--- src/erfq_pkg.sv ---
`timescale 1ns / 1ps

package erfq_pkg;

   localparam int WF = 30;

   localparam logic [30:0] ONE_Q  = 31'h4000_0000;
   localparam logic [63:0] HALF_Q = 64'h2000_0000;

   localparam logic [30:0] K_ERF   = 31'd1073741824;
   localparam logic [30:0] K_Q     = 31'd759250125;
   localparam logic [28:0] P_Q30   = 29'd351748265;
   localparam logic [29:0] LN2_Q30 = 30'd744261118;

   localparam logic signed [32:0] A1_Q30 = 33'sd273621191;
   localparam logic signed [32:0] A2_Q30 = -33'sd305476044;
   localparam logic signed [32:0] A3_Q30 = 33'sd1526231383;
   localparam logic signed [32:0] A4_Q30 = -33'sd1560310108;
   localparam logic signed [32:0] A5_Q30 = 33'sd1139675401;

   localparam int EXP_TERMS = 12;
   localparam int POLY_STEPS = 5;

   typedef struct packed {
      logic neg;
      logic mode;
      logic big;
   } ctx_type;

   // coefficient added after Horner step n (the last step adds nothing)
   function automatic logic signed [32:0] poly_coef(input int n);
      logic signed [32:0] c;
      case (n)
         0: c = A4_Q30;
         1: c = A3_Q30;
         2: c = A2_Q30;
         3: c = A1_Q30;
         default: c = '0;
      endcase
      return c;
   endfunction

   // floor(2^32 / i), one less for i = 1
   function automatic logic [31:0] recip_const(input int i);
      logic [31:0] m;
      case (i)
         1: m = 32'd4294967295;
         2: m = 32'd2147483648;
         3: m = 32'd1431655765;
         4: m = 32'd1073741824;
         5: m = 32'd858993459;
         6: m = 32'd715827882;
         7: m = 32'd613566756;
         8: m = 32'd536870912;
         9: m = 32'd477218588;
         10: m = 32'd429496729;
         11: m = 32'd390451572;
         12: m = 32'd357913941;
         default: m = '0;
      endcase
      return m;
   endfunction

endpackage

--- src/erfq_tail.sv ---
`timescale 1ns / 1ps

module erfq_tail
   import erfq_pkg::*;
#(
   parameter int OUT_FRAC_BITS = 16
) (
   input  logic                     clock,
   input  logic                     reset,
   input  logic                     en,
   input  logic                     in_valid,
   input  ctx_type                  in_ctx,
   input  logic [31:0]              in_acc,
   input  logic [30:0]              in_e,
   output logic                     out_valid,
   output logic [OUT_FRAC_BITS+1:0] out_func
);

   localparam int OUT_W = OUT_FRAC_BITS + 2;

   // stage 1: P(t) * exp(-x^2)
   logic [30:0] eg;
   logic        t1_vld_ff;
   logic [62:0] t1_prod_ff;
   ctx_type     t1_ctx_ff;

   assign eg = in_ctx.big ? '0 : in_e;

   always_ff @(posedge clock) begin
      if (reset) t1_vld_ff <= 1'b0;
      else if (en) t1_vld_ff <= in_valid;
      if (en) begin
         t1_prod_ff <= 63'(in_acc) * 63'(eg);
         t1_ctx_ff  <= in_ctx;
      end
   end

   // stage 2: round, clamp to one, y = 1 - pe
   logic [32:0] pe_rnd;
   logic [30:0] pe_c;
   logic        t2_vld_ff;
   logic [30:0] t2_pe_ff;
   logic [30:0] t2_y_ff;
   ctx_type     t2_ctx_ff;

   assign pe_rnd = 33'((t1_prod_ff + 63'(HALF_Q)) >> WF);
   assign pe_c   = (pe_rnd > 33'(ONE_Q)) ? ONE_Q : pe_rnd[30:0];

   always_ff @(posedge clock) begin
      if (reset) t2_vld_ff <= 1'b0;
      else if (en) t2_vld_ff <= t1_vld_ff;
      if (en) begin
         t2_pe_ff  <= pe_c;
         t2_y_ff   <= ONE_Q - pe_c;
         t2_ctx_ff <= t1_ctx_ff;
      end
   end

   // stage 3: output format, result register
   logic [31:0]      lim;
   logic [31:0]      r0;
   logic [31:0]      r0c;
   logic [31:0]      twice;
   logic [31:0]      r1;
   logic [31:0]      r1c;
   logic [OUT_W-1:0] res;
   logic             vld_ff;
   logic [OUT_W-1:0] func_ff;

   assign lim   = 32'(1) << OUT_FRAC_BITS;
   assign r0    = (32'(t2_y_ff) + (32'(1) << (WF - 1 - OUT_FRAC_BITS))) >> (WF - OUT_FRAC_BITS);
   assign r0c   = (r0 > lim) ? lim : r0;
   // Q(x) = (1 - erf)/2: tail for x >= 0, 1 + erf|x| for negative x
   assign twice = t2_ctx_ff.neg ? 32'(ONE_Q) + 32'(t2_y_ff) : 32'(t2_pe_ff);
   assign r1    = (twice + (32'(1) << (WF - OUT_FRAC_BITS))) >> (WF + 1 - OUT_FRAC_BITS);
   assign r1c   = (r1 > lim) ? lim : r1;

   always_comb begin
      if (t2_ctx_ff.mode) res = OUT_W'(r1c);
      else if (t2_ctx_ff.neg) res = OUT_W'(32'd0 - r0c);
      else res = OUT_W'(r0c);
   end

   always_ff @(posedge clock) begin
      if (reset) vld_ff <= 1'b0;
      else if (en) vld_ff <= t2_vld_ff;
      if (en) func_ff <= res;
   end

   assign out_valid = vld_ff;
   assign out_func  = func_ff;

endmodule

--- config.mk ---
export PLATFORM = sky130hd
export DESIGN_NAME = erfq_tail
export DESIGN_NICKNAME = d
export VERILOG_FILES = /design/src/erfq_pkg.sv /design/src/erfq_tail.sv
export SDC_FILE = /design/constraint.sdc
export NUM_CORES = 2
export LEC_CHECK = 0
export ABC_AREA = 1
export BUFFER_PORTS_ARGS = -buffer_cell sky130_fd_sc_hd__buf_2
export CAP_MARGIN = 10
export CORE_AREA = 4 4 246 248
export CTS_CLUSTER_DIAMETER = 30
export CTS_CLUSTER_SIZE = 8
export DETAILED_ROUTE_END_ITERATION = 10
export DIE_AREA = 0 0 250 252
export GPL_ROUTABILITY_DRIVEN = 1
export GPL_TIMING_DRIVEN = 0
export HOLD_SLACK_MARGIN = 0.05
export PLACE_DENSITY_LB_ADDON = 0.08
export SYNTH_ARGS = -nofsm -noshare
export SYNTH_HDL_FRONTEND = slang
export SYNTH_SLANG_ARGS = --single-unit
export TNS_END_PERCENT = 30
--- constraint.sdc ---
create_clock -name clock -period 13.05 [get_ports clock]
set_clock_uncertainty 0.05 [all_clocks]
set_input_delay 1.305 -clock clock [delete_from_list [all_inputs] [get_ports clock]]
set_output_delay 1.305 -clock clock [all_outputs]
set_load 0.03 [all_outputs]
==> metrics.txt <==
status=finished, final reports clean; Slowest-stage cell, CP=nand2_1; largest net degree at the start of global routing=54; CP delay by family, top=adder cells; FILL cells=5142; core area=approximately 0.058 sq mm; Final TNS setup=0 ps; Least-Margin Pin Slew=about 1400 ps; CTS root buf=clkbuf_16; Post-CTS Hold Buffers=0; ranking of synthesized cells by area=fa_1 46%, inv_1 10%, nand2_1 9.1%; initial antenna violation count=4; DP Area=0.0390 sq mm; global route overflow=0; routed wire length per instance=between 20 and 25 microns; width of the die=250 microns; Primary FF master, synth=edfxtp_1; syn_nets=about 5800; Syn Std Cell Area=around 0.038 sq mm; Yosys cell types=between 60 and 70; fin crit share=roughly 91%; full die area=around 0.063 sq mm; RSZ-0062 raised after global routing=no; crit path DAT=around 12000 ps; Starting DRT DRC Count=between 3000 and 4000; fin crit period=11890 ps; Setup Crit Path Kind=input port to flop; post-synthesis sequential area ratio=approximately 7.4%; area delta synth->final=4.74%; DRT antenna net count=0; fraction of layout cells with a size suffix above 1=around 3.5%; async set-reset flop share out of synthesis=0%; Routed WL=between 100000 and 150000 microns; Place WS=1350 ps; GRT Overall Usage=between 40% and 50%; final core occ=between 60% and 70%; post-synthesis register bit count=94; post-route design area=0.0393 sq mm; IO Count=just under 90; clock slew at reported path FFs=roughly 60 ps; Crit. End Element=flop; # nets final=5908; Syn. warnings=0; Starting Density=64.2%; CTS tree=done; routability-driven placement congestion ratio=approximately 1.1; htree depth=3; critical path startpoint category=input port; # clock sinks=94; Post-synth EDFFs=91; Final setup viols=0; area leader, netlist=fa_1; vias in the first global route=between 30000 and 40000; WP buf/inv=8; Top cell by count, worst path=fa_1; PortBufs=~80; DR pass1 iterations=7; Slew headroom=5.60%; hpwl dp=between 100000 and 150000 microns; Slowest Stage Delay on Critical Path=just under 1000 ps; CTS Buf Count=9; total number of vias=32500; clk_lat worst skew=around 370 ps; worst min path class=flop to flop; top-area cell type share of the netlist area=between 40% and 50%; most common cell in the netlist=inv_1; DR DRC count=0; Peak Freq=between 80 and 90 MHz; setup ws final=1160 ps; worst-path maximum fanout=10; post-CTS repair timing setup buffer count=0; Worst Path Required=13110 ps; Hold Vio Cnt, Final=0; Synth Instances=between 4000 and 5000; Max Slew Vio Count=0; clk buf depth=2; Syn Area/Cell=between 8 and 9 sq um; max_cap viols=0; num rows=a little under 90; die height=252 microns; commonest cells in the netlist=1024 x inv_1, 909 x nand2_1, 865 x fa_1, 726 x nor2_1, 257 x ha_1; first-pass GRT wire length=about 200000 microns; Vias/cell=5.91; post-CTS sizing=0
==> final cells by class <==
cell class                 count  area (sq um)  share of cell area, %
clock buffer                   9           225                  0.573
multi-input combinational   3295         30100                   76.5
timing repair buffer          84           465                   1.18
sequential                    94          2790                   7.10
antenna                        1          2.50                0.00636
tap                          773           967                   2.46
buffer                       170           699                   1.78
clock inverter                 7           119                  0.302
inverter                    1062          3990                   10.1
==> final timing paths <==
kind                         endpoint  slack (ps)              startpoint  cells past startpoint
max          t1_prod_ff[52]$_DFFE_PP_        1160               in_ctx[0]                     26
min            t2_ctx_ff[1]$_DFFE_PP_         380  t1_ctx_ff[1]$_DFFE_PP_                      0
max reg2reg    out_func[16]$_DFFE_PP_        9460   t2_y_ff[13]$_DFFE_PP_                     21
min reg2reg    t2_ctx_ff[1]$_DFFE_PP_         380  t1_ctx_ff[1]$_DFFE_PP_                      0
==> worst register-to-register path, delay by kind of cell (launching register included) <==
family | cells | cell delay (ps)
XOR/XNOR | 1 | 370
adder cells (fa/ha/maj) | 2 | 460
buffers and inverters | 3 | 460
flip-flops | 1 | 470
AND/OR/NAND/NOR | 15 | 1520
==> metal layers <==
layer / global-route usage [%] / vias to the layer above / wire length (microns)
met5: 0 / - / 27
met4: 24.8 / 4 / 10600
met3: 18.7 / 566 / 21100
met2: 60.5 / 2251 / 54000
met1: 57.2 / 15900 / 48500
li1: - / 13800 / -
==> placed cells by master (no fill, tap or decap), types with 7 or more instances in the layout <==
cell and instances:
a21oi_1 101, a31oi_1 15, buf_1 7, buf_2 83, clkbuf_1 152, clkbuf_16 9, clkinv_1 36, edfxtp_1 91
fa_1 865, ha_1 257, inv_1 1024, nand2_1 909, nand2_2 15, nand3_1 97, nand3b_1 10, nand4_1 26
nor2_1 726, nor2_2 12, nor2_4 8, nor3_1 18, o21a_1 13, o21ai_0 69, o21ai_1 11, o21bai_1 12
o31ai_1 8, xnor2_1 23, xor2_1 50
==> sequential cells by signal, indices dropped and copies added, names as in the netlist, 2 cells and up <==
name        flops
t1_prod_ff     34
t1_ctx_ff       2
t2_ctx_ff       2
t2_pe_ff       17
out_func       18
t2_y_ff        18
==> cells by family after synthesis <==
kind of cell	synth area share, %
AND/OR/NAND/NOR	19.5
adder cells (fa/ha/maj)	54.7
buffers and inverters	12.5
AO/OA/AOI/OAI	4.11
XOR/XNOR	1.75
flip-flops	7.44
==> through the flow <==
| step | hold slack (ps) | cells |
|---|---|---|
| 2_1_floorplan | 350 | 4621 |
| 3_3_place_gp | 352 | 5475 |
| 3_5_place_dp | 367 | 5476 |
| 4_1_cts | 384 | 5492 |
| 5_1_grt | 393 | 5494 |
| 6_report | 377 | 5495 |
Power is left out: the tool's default activity adds up to more than one toggle a clock period on the data nets, which glitch-free logic cannot reach.
